**config.mk**
```make
export PLATFORM = sky130hd
export DESIGN_NAME = mipsx_exec
export DESIGN_NICKNAME = d
export VERILOG_FILES = /design/src/hdl/mipsx_pkg.sv /design/src/hdl/mipsx_exec.sv
export SDC_FILE = /design/constraint.sdc
export NUM_CORES = 1
export LEC_CHECK = 0
export ABC_AREA = 1
export BUFFER_PORTS_ARGS = -buffer_cell sky130_fd_sc_hd__buf_2
export CORE_MARGIN = 3
export CORE_UTILIZATION = 30
export DETAILED_ROUTE_END_ITERATION = 7
export GPL_TIMING_DRIVEN = 0
export PLACE_DENSITY = 0.5
export SETUP_SLACK_MARGIN = 0.15
export SLEW_MARGIN = 10
export SYNTH_ARGS = -nofsm -noshare
export SYNTH_HDL_FRONTEND = slang
export SYNTH_SLANG_ARGS = --single-unit
```
**constraint.sdc**
```tcl
create_clock -name vclk -period 6.62
set_input_delay 0.993 -clock vclk [all_inputs]
set_output_delay 0.993 -clock vclk [all_outputs]
set_load 0.005 [all_outputs]
```
**src/hdl/mipsx_pkg.sv**
```systemverilog
// ----------------------------------------------------------------------------
// MIPS subset execute package
// Opcode and function codes, register file geometry and the result record
// that the execute logic hands to the pipeline.
// ----------------------------------------------------------------------------
package mipsx_pkg;

	// Register file geometry.
	localparam int REG_COUNT = 32;
	localparam int REG_AW    = 5;

	// Primary opcodes.
	localparam logic [5:0] OP_RTYPE = 6'd0;
	localparam logic [5:0] OP_J     = 6'd2;
	localparam logic [5:0] OP_BEQ   = 6'd4;
	localparam logic [5:0] OP_BNE   = 6'd5;
	localparam logic [5:0] OP_ADDI  = 6'd8;
	localparam logic [5:0] OP_SLTI  = 6'd10;
	localparam logic [5:0] OP_ANDI  = 6'd12;
	localparam logic [5:0] OP_ORI   = 6'd13;
	localparam logic [5:0] OP_LW    = 6'd35;
	localparam logic [5:0] OP_SW    = 6'd43;

	// Function codes of the R-type instructions.
	localparam logic [5:0] FN_ADD = 6'd32;
	localparam logic [5:0] FN_SUB = 6'd34;
	localparam logic [5:0] FN_AND = 6'd36;
	localparam logic [5:0] FN_OR  = 6'd37;
	localparam logic [5:0] FN_SLT = 6'd42;

	// Outcome of one instruction as seen after the execute stage.
	typedef struct packed {
		logic [31:0]       next_pc;
		logic              branch_taken;
		logic              reg_write;
		logic [REG_AW-1:0] dest_reg;
		logic [31:0]       dest_value;
		logic              mem_read;
		logic              mem_write;
		logic [29:0]       word_index;
		logic [31:0]       store_data;
		logic              unsupported;
	} ex_result_t;

endpackage

```
**src/hdl/mipsx_exec.sv**
```systemverilog
// ----------------------------------------------------------------------------
// MIPS subset execute logic
// Decodes one instruction with its resolved operands and program counter and
// produces the next pc, the register write, the memory access and the
// unsupported flag. Load data is merged later in the pipeline.
// ----------------------------------------------------------------------------
module mipsx_exec (
	input  logic [31:0]            instruction,
	input  logic [31:0]            pc,
	input  logic [31:0]            op_a,
	input  logic [31:0]            op_b,
	output mipsx_pkg::ex_result_t  res
);
	import mipsx_pkg::*;

	logic [5:0]        opcode;
	logic [5:0]        funct;
	logic [REG_AW-1:0] rt;
	logic [REG_AW-1:0] rd;
	logic [31:0]       imm_s;
	logic [31:0]       imm_z;
	logic [31:0]       pc4;
	logic [31:0]       ea;
	logic              wen;
	logic [REG_AW-1:0] dreg;
	logic [31:0]       dval;
	logic              bad;

	assign opcode = instruction[31:26];
	assign funct  = instruction[5:0];
	assign rt     = instruction[20:16];
	assign rd     = instruction[15:11];
	assign imm_s  = {{16{instruction[15]}}, instruction[15:0]};
	assign imm_z  = {16'd0, instruction[15:0]};
	assign pc4    = pc + 32'd4;
	assign ea     = op_a + imm_s;

	// Decode and execute.
	always_comb begin
		res              = '0;
		res.next_pc      = pc4;
		wen              = 1'b0;
		dreg             = '0;
		dval             = 32'd0;
		bad              = 1'b0;
		case (opcode)
			OP_RTYPE: begin
				wen  = 1'b1;
				dreg = rd;
				case (funct)
					FN_ADD:  dval = op_a + op_b;
					FN_SUB:  dval = op_a - op_b;
					FN_AND:  dval = op_a & op_b;
					FN_OR:   dval = op_a | op_b;
					FN_SLT:  dval = {31'd0, $signed(op_a) < $signed(op_b)};
					default: bad  = 1'b1;
				endcase
			end
			OP_ADDI: begin
				wen  = 1'b1;
				dreg = rt;
				dval = ea;
			end
			OP_SLTI: begin
				wen  = 1'b1;
				dreg = rt;
				dval = {31'd0, $signed(op_a) < $signed(imm_s)};
			end
			OP_ANDI: begin
				wen  = 1'b1;
				dreg = rt;
				dval = op_a & imm_z;
			end
			OP_ORI: begin
				wen  = 1'b1;
				dreg = rt;
				dval = op_a | imm_z;
			end
			OP_LW: begin
				wen            = 1'b1;
				dreg           = rt;
				res.mem_read   = 1'b1;
				res.word_index = ea[31:2];
			end
			OP_SW: begin
				res.mem_write  = 1'b1;
				res.word_index = ea[31:2];
				res.store_data = op_b;
			end
			OP_BEQ, OP_BNE: begin
				if ((opcode == OP_BEQ) == (op_a == op_b)) begin
					res.branch_taken = 1'b1;
					res.next_pc      = pc4 + {imm_s[29:0], 2'b00};
				end
			end
			OP_J: begin
				res.branch_taken = 1'b1;
				res.next_pc      = {pc4[31:28], instruction[25:0], 2'b00};
			end
			default: bad = 1'b1;
		endcase

		// Writes to register zero are dropped.
		if (wen && dreg == '0) begin
			wen = 1'b0;
		end
		res.reg_write  = wen;
		res.dest_reg   = wen ? dreg : '0;
		res.dest_value = (wen && !res.mem_read) ? dval : 32'd0;

		// An unsupported encoding changes nothing and holds the pc.
		if (bad) begin
			res             = '0;
			res.next_pc     = pc;
			res.unsupported = 1'b1;
		end
	end

endmodule

```
; ---- Yosys cells after proc, flatten, opt, wreduce, memory -nomap -nowiden
; Cells that the tools add are included.
[op_classes]
muxes = 16
n_eq_ne = 16
order_cmp = 2
reduce_logical = 11
addsub = 5
bitwise = 4
[ops]
columns = op, count
row1 = one-hot mux 32 bit (5 select lines), 2
row2 = 2-to-1 mux 136 bit, 1
row3 = adder 32 bit, 3
row4 = one-hot mux 33 bit (2 select lines), 1
row5 = 2-to-1 mux 32 bit, 2
row6 = == test 6 bit (second input constant), 7
row7 = 2-to-1 mux 33 bit, 1
row8 = adder 32 x 3 -> 32 bit (second input constant), 1
row9 = AND 32 x 16 -> 32 bit, 1
row10 = AND 32 bit, 1
row11 = == test 32 bit, 1
row12 = less-than comparator 32 x 16 -> 1 bit, 1
row13 = less-than comparator 32 bit, 1
row14 = OR 32 x 16 -> 32 bit, 1
row15 = OR 32 bit, 1
row16 = subtractor 32 bit, 1
row17 = 2-to-1 mux 30 bit, 1
row18 = == test 6 x 4 -> 1 bit (second input constant), 4
row19 = == test 6 x 3 -> 1 bit (second input constant), 2
row20 = one-hot mux 5 bit (2 select lines), 1
row21 = OR reduction 5 bit, 2
row22 = OR reduction 9 bit, 1
row23 = == test 6 x 2 -> 1 bit (second input constant), 1
row24 = logical NOT 6 bit, 1
row25 = 9 further kinds, 15
[word_totals]
wordCells = 54
output_inout_bits = 136
inputBits = 128
regBits = 0

; ---- Logic depth before layout (Yosys ltp)
[depth]
word_depth = 9
ltp_mapped = 22
depth_no_buf = 22

; ---- Least setup slack after synthesis
; No wires, ideal clock.
[synth_path]
path_type = input to output
startpoint = in pc[2]
endpoint = out res[121] (netlist name)
t_required_ps = 5627
setup_slack_ps = 2212
arrival_time_ps = 3415
stages = 18
cell_sequence = ha_1 nand3_1 nor2_1 inv_1 nor2_1 nand2_1 nor2_1 inv_1 nand2_1 inv_1 ha_1 nand2_1 nor2_1 nand4_1 or2_2 a21oi_1 o21ai_0 a21oi_1
[synth_rtl]
columns = item, line
row1 = start: declaration, mipsx_exec.sv:9  ; input logic [31:0] pc,
row2 = end: declaration, mipsx_exec.sv:12  ; output mipsx_pkg::ex_result_t res

==> flow_summary.toml <==
[run_status]
outcome = "finished, final reports clean"

[final_layout]
nNetsFinal = 3505
mostFrequentLayoutCell = "nand2_1"
drive_above_1_share_pct = 11.9
seq_area_um2 = 0
fill_cells = 5891
nClkBuffers = 0
final_cell_mix = "852 x nand2_1, 526 x inv_1, 341 x nor2_1, 292 x buf_2, 246 x nand3_1"
syn2layout_area_growth_pct = 14.5
final_util_pct = 35.1
seq_cell_count = 0

[yosys]
synthCells = 2903
avgSynthCellArea_um2 = 5.10
synth_area_leaders = "nand2_1 22%, ha_1 17%, inv_1 13%"
synth_top_cell_by_area = "nand2_1"
synth_cell_type_count = 49
yosysSeqAreaShare_pct = 0
yosysWarnings = 0
synth_fp_nets = 3240
synth_area_um2 = 14800
synth_top_area_share_pct = 21.6

[global_route]
grt_pass1_vias = 18700
antenna_found_initial = 4
grt_overflow_total = 0
grt_max_degree = 33
grt.total_usage_pct = 28.7
grt_pass1_wl_um = 116000

[pwr]
power_density_nw_per_um2 = 74.5
p_leak_nw = 9.86
power.total_w = 0.00126
vdd_drop_max_v = 0.0000310

[floorplan]
die_w_um = 228
die_y_um = 228
num_io_pins = 264
core.rowCount = 80
start_util_pct = 30.7
core_area_um2 = 48200
die_area_um2 = 52000

[drt]
wl_met1_um = 34100
drtIter0Drc = 2020
via_count = 19900
routed-wl-met2_um = 35300
ant_nets = 0
post_drt_wl_per_cell_um = 20.7
route.met3.wl_um = 6840
drc = 0
wl_um = 79100
topRoutingLayerUsed = "met4"
via_per_inst = 5.21
first_pass_iters = 8

[sta]
hold_violations = 0
setup_violations = 0
slew_headroom_pct = 29.2
period_share_pct = 90.7
setup_tns_ns = 0
maxSlewViolCount = 0
clock.fmax_ghz = 0.167
rsz0062_at_grt = "false"
worstMarginPinSlew_ns = 1.06
whs_ns = 2.26
min_period_ns = 6.00

[min_path]
min_path_type = "in -> out"

[placement]
gp_congestion = 0.985
io_buffers = 263
dpl.hpwl_um = 69100

[setup_path]
required_ns = 5.63
end_kind = "output pin"
setup.worst_path.end = "res[128]"
path_max_fanout = 7
critPathLaunch = "pc[2]"
cp-start-kind = "input pin"
crit_arrival_ns = 5.01
criticalPathCategory = "in -> out"

[cts]
ctsResizeCount = 0
cts_setup_buffers = 0
cts_hold_buf = 0

[job]
maxCapViolations = 0
cell families after synthesis:
group                    synth area share, %
adder cells (fa/ha/maj)                 17.9
XOR/XNOR                                2.78
buffers and inverters                   16.6
AND/OR/NAND/NOR                         46.1
AO/OA/AOI/OAI                           16.7
how the worst min path moves through the flow:
stage / from / endpoint / slack, ns / cells after the start
2_1_floorplan: instruction[29] / res[64] / 2.02 / 1
3_5_place_dp: pc[0] / res[104] / 2.27 / 4
4_1_cts: pc[0] / res[104] / 2.27 / 4
3_3_place_gp: pc[0] / res[104] / 2.26 / 4
6_report: pc[0] / res[104] / 2.26 / 4
5_1_grt: pc[1] / res[105] / 2.30 / 4
worst max-delay path, stage by stage:
cell and delay (ns):
buf_2 0.20, ha_1 0.36, nand3_1 0.27, nor2_1 0.25, inv_1 0.10, nor2_1 0.13
nand2_1 0.11, nor2_1 0.17, nand2_1 0.07, nand2_1 0.11, inv_1 0.07, ha_1 0.40
nand2_1 0.16, nor2_1 0.18, nand2_1 0.07, o21ai_0 0.53, nand2_1 0.16, nand2_1 0.09
nand2_1 0.05, nand3_1 0.16, nand2_1 0.11, a21oi_1 0.15, buf_2 0.12
power breakdown:
part               internal, W         total, W  leakage (nW)  switching (W)
Sequential                   0                0             0              0
Combinational         0.000377          0.00126          9.86       0.000885
Clock          0.0000000000812  0.0000000000812     0.0000254              0
metal layers:
| metal | vias to the layer above | global-route usage, % |
|---|---|---|
| met2 | 913 | 47.7 |
| met5 | - | 0 |
| met4 | 0 | 8.60 |
| li1 | 9763 | - |
| met1 | 9112 | 38.6 |
| met3 | 128 | 4.03 |
cell type report:
cell class,instances,area [µm²],area share [%]
timing repair buffer,263,1320,7.77
antenna,4,10.0,0.0591
multi-input combinational,2285,12300,72.9
buffer,77,419,2.47
inverter,541,2030,12.0
tap,656,821,4.85
Yosys cell counts (all sizes together) (10+ instances only):
cell type  instances
clkbuf            31
o22ai             37
o21bai            15
a21oi            208
nand4             45
inv              540
nor3              43
ha               205
nand2            859
xor2              38
buf               46
o211ai            10
nor2             365
o21ai            111
nand3b            12
and2              11
nand3            247
stage by stage:
stage                     area, µm²  setup WS, ns  cells
final                         16900         0.615   3826
after global routing          16900         0.428   3826
after CTS                     16900         0.806   3822
after detailed placement      16900         0.819   3822
after global placement        16900         0.814   3822
after floorplan               14800          2.21   2903
Note: power is estimated with default switching activity, not from simulation.
