===== config.mk =====
export PLATFORM = sky130hd
export DESIGN_NAME = mipsx_rf
export DESIGN_NICKNAME = d
export VERILOG_FILES = /design/src/hdl/mipsx_pkg.sv /design/src/hdl/mipsx_rf.sv
export SDC_FILE = /design/constraint.sdc
export NUM_CORES = 2
export LEC_CHECK = 0
export BUFFER_PORTS_ARGS = -buffer_cell sky130_fd_sc_hd__buf_2
export CAP_MARGIN = 40
export CORE_AREA = 3 3 304 306
export CTS_CLUSTER_SIZE = 16
export DETAILED_ROUTE_END_ITERATION = 8
export DIE_AREA = 0 0 307 309
export PLACE_DENSITY = 0.76
export SLEW_MARGIN = 0
export SYNTH_ARGS = -nofsm -noshare
export SYNTH_HDL_FRONTEND = slang
export SYNTH_SLANG_ARGS = --single-unit

===== constraint.sdc =====
create_clock -name clk -period 2.1 [get_ports clk]
set_input_delay 0.42 -clock clk [delete_from_list [all_inputs] [get_ports clk]]
set_output_delay 0.42 -clock clk [all_outputs]
set_load 0.03 [all_outputs]

===== src/hdl/mipsx_pkg.sv =====
// ----------------------------------------------------------------------------
// MIPS subset execute package
// Opcode and function codes, register file geometry and the result record
// that the execute logic hands to the pipeline.
// ----------------------------------------------------------------------------
package mipsx_pkg;

	// Register file geometry.
	localparam int REG_COUNT = 32;
	localparam int REG_AW    = 5;

	// Primary opcodes.
	localparam logic [5:0] OP_RTYPE = 6'd0;
	localparam logic [5:0] OP_J     = 6'd2;
	localparam logic [5:0] OP_BEQ   = 6'd4;
	localparam logic [5:0] OP_BNE   = 6'd5;
	localparam logic [5:0] OP_ADDI  = 6'd8;
	localparam logic [5:0] OP_SLTI  = 6'd10;
	localparam logic [5:0] OP_ANDI  = 6'd12;
	localparam logic [5:0] OP_ORI   = 6'd13;
	localparam logic [5:0] OP_LW    = 6'd35;
	localparam logic [5:0] OP_SW    = 6'd43;

	// Function codes of the R-type instructions.
	localparam logic [5:0] FN_ADD = 6'd32;
	localparam logic [5:0] FN_SUB = 6'd34;
	localparam logic [5:0] FN_AND = 6'd36;
	localparam logic [5:0] FN_OR  = 6'd37;
	localparam logic [5:0] FN_SLT = 6'd42;

	// Outcome of one instruction as seen after the execute stage.
	typedef struct packed {
		logic [31:0]       next_pc;
		logic              branch_taken;
		logic              reg_write;
		logic [REG_AW-1:0] dest_reg;
		logic [31:0]       dest_value;
		logic              mem_read;
		logic              mem_write;
		logic [29:0]       word_index;
		logic [31:0]       store_data;
		logic              unsupported;
	} ex_result_t;

endpackage


===== src/hdl/mipsx_rf.sv =====
// ----------------------------------------------------------------------------
// MIPS subset register file
// Two synchronous read ports and one write port. Per-entry valid bits make
// every entry read as zero after reset; register zero is never written.
// ----------------------------------------------------------------------------
module mipsx_rf (
	input  logic                      clk,
	input  logic                      arst_n,
	input  logic                      re,
	input  logic [mipsx_pkg::REG_AW-1:0] raddr_a,
	input  logic [mipsx_pkg::REG_AW-1:0] raddr_b,
	output logic [31:0]               rdata_a,
	output logic [31:0]               rdata_b,
	input  logic                      we,
	input  logic [mipsx_pkg::REG_AW-1:0] waddr,
	input  logic [31:0]               wdata
);
	import mipsx_pkg::*;

	logic [31:0]          mem [REG_COUNT];
	logic [REG_COUNT-1:0] valid_q;
	logic [31:0]          rdata_a_q;
	logic [31:0]          rdata_b_q;

	// Valid bits: cleared at reset, set by the first write of an entry.
	always_ff @(posedge clk or negedge arst_n) begin
		if (!arst_n) begin
			valid_q <= '0;
		end else if (we) begin
			valid_q[waddr] <= 1'b1;
		end
	end

	// Storage with write-through on a read of the entry being written.
	always_ff @(posedge clk) begin
		if (we) begin
			mem[waddr] <= wdata;
		end
		if (re) begin
			if (we && waddr == raddr_a) begin
				rdata_a_q <= wdata;
			end else begin
				rdata_a_q <= valid_q[raddr_a] ? mem[raddr_a] : 32'd0;
			end
			if (we && waddr == raddr_b) begin
				rdata_b_q <= wdata;
			end else begin
				rdata_b_q <= valid_q[raddr_b] ? mem[raddr_b] : 32'd0;
			end
		end
	end

	assign rdata_a = rdata_a_q;
	assign rdata_b = rdata_b_q;

endmodule


# After elaboration in Yosys (flattened, before gate mapping)
# Memories as Yosys holds them, arrays and structs flattened.
# Cells that the tools add are included.
[word_totals]
ramBits = 1024
register_bits = 96
inputBits = 51
elab_cells = 26
output_inout_bits = 64
memories = 1
[mem_list]
columns = ["name", "words", "width", "rd", "rd_ports_with_merged_regs", "wr", "line_no", "rtl"]
rows = [
  ["mem", 32, 32, 2, 0, 1, "mipsx_rf.sv:20", "logic [31:0] mem [REG_COUNT];"],
]
[op_classes]
reduce_logical = 3
n_lt_le_gt_ge = 4
mux = 12
bitwise = 1
eq_ne = 2
[ops]
columns = ["cell", "count"]
rows = [
  ["$mux 32", 4],
  ["$or 32x32->32", 1],
  ["$lt 5x6->1 const B", 3],
  ["$bmux 1 s5", 2],
  ["$eq 5x5->1", 2],
  ["$demux 1 s5", 1],
  ["$ge 5x1->1 const B", 1],
  ["$mux 1", 5],
  ["$logic_and 1x1->1", 3],
]

# Longest topological paths before layout
[logic_depth]
depth_word = 5
mapped_depth = 11
depth_no_buf = 5

# Worst setup path before layout
# No wires, ideal clock.
[synth_timing]
path_type = "input-to-reg"
start = "in waddr[0] in the netlist's numbering"
end = "mem mem[28][0], enable pin"
slack_ns = -0.929
arrival_time_ns = 2.607
cell_stages = 4
n_path_buf = 2
setup_time_ns = 0.422
required_ns = 1.678
path_cell_list = "clkbuf_1 -> or3b_2 -> clkbuf_1 -> nor2_1"
[synth_lines]
columns = ["item", "line_no", "rtl"]
rows = [
  ["start: declaration", "mipsx_rf.sv:15", "input logic [mipsx_pkg::REG_AW-1:0] waddr,"],
  ["end: declaration", "mipsx_rf.sv:20", ""],
]
# No word-level cell before the write port.

# Final worst setup path
[layout_timing]
start = "reg valid_q[24]"
end = "reg rdata_a_q[20], in the netlist rdata_a[20] (data pin)"
[layout_between]
elab_chain_len = 4
[layout_lines]
columns = ["item", "line_no", "rtl"]
rows = [
  ["start: declaration", "mipsx_rf.sv:21", "logic [REG_COUNT-1:0] valid_q;"],
  ["start signal: assignment", "mipsx_rf.sv:28", "valid_q <= '0;"],
  ["start signal: indexed assignment", "mipsx_rf.sv:30", "valid_q[waddr] <= 1'b1;"],
  ["$bmux 1 s5", "mipsx_rf.sv:43", "rdata_a_q <= valid_q[raddr_a] ? mem[raddr_a] : 32'd0;"],
  ["$mux 1 (not written as such)", "mipsx_rf.sv:43", ""],
  ["$mux 32", "mipsx_rf.sv:43", ""],
  ["$mux 32", "mipsx_rf.sv:40", "if (we && waddr == raddr_a) begin"],
  ["end signal: assignment", "mipsx_rf.sv:41", "rdata_a_q <= wdata;"],
  ["end signal: assignment", "mipsx_rf.sv:43", ""],
  ["end: declaration", "mipsx_rf.sv:22", "logic [31:0] rdata_a_q;"],
]
# Every way passes these cells. The select of a mux whose other input is x is not followed.
# A chain may end at the register's enable or synchronous reset.

==> flow_metrics.tcl <==
set metrics [dict create \
    cts_tree "yes" \
    core_sq_um 89900 \
    viasPerCell 7.44 \
    cpPeakStageDelay_ns 0.45 \
    drtIter0Drc 4726 \
    setup_slack_ns -0.195 \
    synthCells 2500 \
    fp.dieH_um 309 \
    drc 0 \
    yosys.area.top_type "edfxtp_1" \
    chipWidth_um 307 \
    tightest_slew_ns 0.740 \
    hold_viol_final 0 \
    synthToLayoutAreaGrowth_pct 18.6 \
    synth.distinct_cells 42 \
    finalCritPeriodShare_pct 109 \
    vias 30600 \
    setup_violations 62 \
    power_frac_seq_pct 50.1 \
    rsz0062_at_grt "yes" \
    combPwrFrac_pct 11.0 \
    async_flop_share_pct 2.86 \
    switching_share_pct 23.4 \
    cts_num_sinks 1120 \
    synthFlopType "edfxtp_1" \
    p_int_w 0.0388 \
    p_clk_share_pct 38.8 \
    syn_area_per_cell_sq_um 20.4 \
    grt_pass1_vias 31500 \
    fin_util_pct 67.3 \
    cpMaxStageDelayCell "mux4_2" \
    syn-cell-area_sq_um 51000 \
    layout.cells.most_common_list "edfxtp_1 (1088), mux4_2 (546), buf_4 (185)" \
    cp.arrival_ns 2.72 \
    final_common_cell "edfxtp_1" \
    grt_usage_pct 32.9 \
    yosys.area.top_type_share_pct 64.1 \
    drv_cap 0 \
    antenna_found_initial 5 \
    clkSlewWorstSetupHoldPaths_ns 0.06 \
    drv_slew 0 \
    relSlewSlack_pct 50.7 \
    drive_gt1_share_pct 43.3 \
    cp-end-kind "flip-flop" \
    min_path_type "in -> reg" \
    ir_drop_mv 0.761 \
    synth.net_count 2551 \
    cp_top_family "compound AO/OA/AOI/OAI gates" \
    first_pass_iters 6 \
    place.gp.congestion 0.909 \
    cp_num_buf_inv 1 \
    post-route-min-period_ns 2.29 \
    startpoint_type "flip-flop" \
    fin_nets 2900 \
    p_leak_nw 19.8 \
    synth_area_leaders "edfxtp_1 (64%), mux4_2 (24%), mux2i_1 (1.8%)" \
    crit_required_ns 2.53 \
    grt_pass1_wl_um 222000 \
    status "finished with violations" \
    clk_latency_ns 0.70 \
    ys_ff_latch 1120 \
    skew_ns 0.0328 \
    detail_route.wirelength_um 154000 \
    synth-seq-area-share_pct 65.7 \
    crit_type "reg -> reg" \
    r2r_slack_ns -0.19 \
    place_ws_ns -0.577 \
    rows 110 \
    ys_warn_count 0 \
    overflow 0 \
    tns_ns -7.71 \
    fmax_mhz 436 \
    synth_edf_count 1088 \
    p_sw_w 0.0119 \
    power.density_cell_area_nw_per_um2 838 \
    violations "negative setup slack" \
    antenna_left 0 \
    grt_start_max_net_pins 42 \
    io_buffers 114 \
    dieArea_sq_um 94900 \
    top_level_ports 115 \
    initial_core_util_pct 56.7 \
    critPathMaxFanout 6 \
    wl_per_cell_um 37.3 \
    clk_path_buf_depth 3 \
    root_buffer "clkbuf_16" \
    htreeDepth 3 \
    place_hpwl_um 92200 \
    numCtsBuffers 111 \
    cp_cell_sequence "mux4_2 -> or3b_4 -> o2111ai_4 -> a21oi_4 -> buf_12 -> a32o_2" \
]
-- worst paths after layout --
check                                   startpoint  cells past startpoint                       to
setup / recovery           valid_q[24]$_DFFE_PN0P_                      6    rdata_a[20]$_DFFE_PP_
min in group asynchronous                   arst_n                      2  valid_q[19]$_DFFE_PN0P_
max in group asynchronous                   arst_n                      2  valid_q[14]$_DFFE_PN0P_
setup reg to reg           valid_q[24]$_DFFE_PN0P_                      6    rdata_a[20]$_DFFE_PP_
hold reg to reg            valid_q[14]$_DFFE_PN0P_                      1  valid_q[14]$_DFFE_PN0P_
hold / removal                            wdata[1]                      1     mem[24][1]$_DFFE_PP_
-- kinds of logic after synthesis --
| logic type | count (synthesis) | synth area share, % |
|---|---|---|
| flip-flops | 1120 | 65.7 |
| multiplexers | 640 | 26.0 |
| AO/OA/AOI/OAI | 273 | 3.93 |
| AND/OR/NAND/NOR | 247 | 2.41 |
| buffers and inverters | 210 | 1.87 |
| XOR/XNOR | 10 | 0.172 |
-- flip-flops by register name, indices dropped and copies added (netlist names) --
name     flops
mem       1024
rdata_a     32
rdata_b     32
valid_q     32
-- layer usage --
layer	vias to the layer above	global-route usage, %	share of wire [%]
met5	-	0	0.015
met3	541	8.87	14
met1	15800	44.4	33
li1	11600	-	-
met2	2679	50.8	47
met4	4	16.1	5.7
-- area by class of cell --
cell class,count,area (sq um)
Sequential cell,1120,33500
Multi-Input combinational cell,1170,17100
Tap cell,1176,1470
Clock inverter,74,688
Inverter,5,20.0
Fill cell,5533,29400
Clock buffer,131,2890
Antenna cell,4,10.0
Timing Repair Buffer,441,4860
-- worst reg2reg max path: stages (launching register included) --
cell and delay, ns:
dfrtp_1 0.39, mux4_2 0.46, or3b_4 0.39, o2111ai_4 0.10
a21oi_4 0.20, buf_12 0.23, a32o_2 0.28
-- synthesized netlist by cell type (all sizes together) (22+ instances only) --
cell,instances
edfxtp,1088
a22oi,101
o21ai,32
buf,94
nor2,39
a21oi,41
a221oi,22
mux4,546
dfrtp,32
a32o,27
mux2i,93
nand2,60
nand3,58
clkbuf,111
or2,44
-- power by group through the flow --
stage          combinational, W  clock, W  sequential (W)
6_report                0.00559    0.0197          0.0254
3_3_place_gp            0.00509         0          0.0258
4_1_cts                 0.00545    0.0198          0.0254
3_5_place_dp            0.00519         0          0.0259
2_1_floorplan           0.00282         0          0.0260
5_1_grt                 0.00582    0.0208          0.0254
-- what timing repair did --
action,4_1_cts,5_1_grt
cloned,3,0
hold endpoints to repair,32,0
hold buffers,1,0
endpoints found under the setup margin,63,64
pin swaps,8,29
resized for setup,60,34
buffers inserted,4,1
-- metrics by stage --
| stage | power (W) | hold WS (ns) | instances | area (sq um) |
|---|---|---|---|---|
| after global routing | 0.0521 | 0.236 | 4118 | 60500 |
| after detailed placement | 0.0310 | 0.477 | 3903 | 56500 |
| final | 0.0507 | 0.236 | 4121 | 60500 |
| after global placement | 0.0309 | 0.466 | 3902 | 56500 |
| after floorplan | 0.0288 | 0.124 | 2500 | 51400 |
| after CTS | 0.0507 | 0.193 | 4116 | 60300 |
Note: power is estimated with default switching activity, not from simulation.
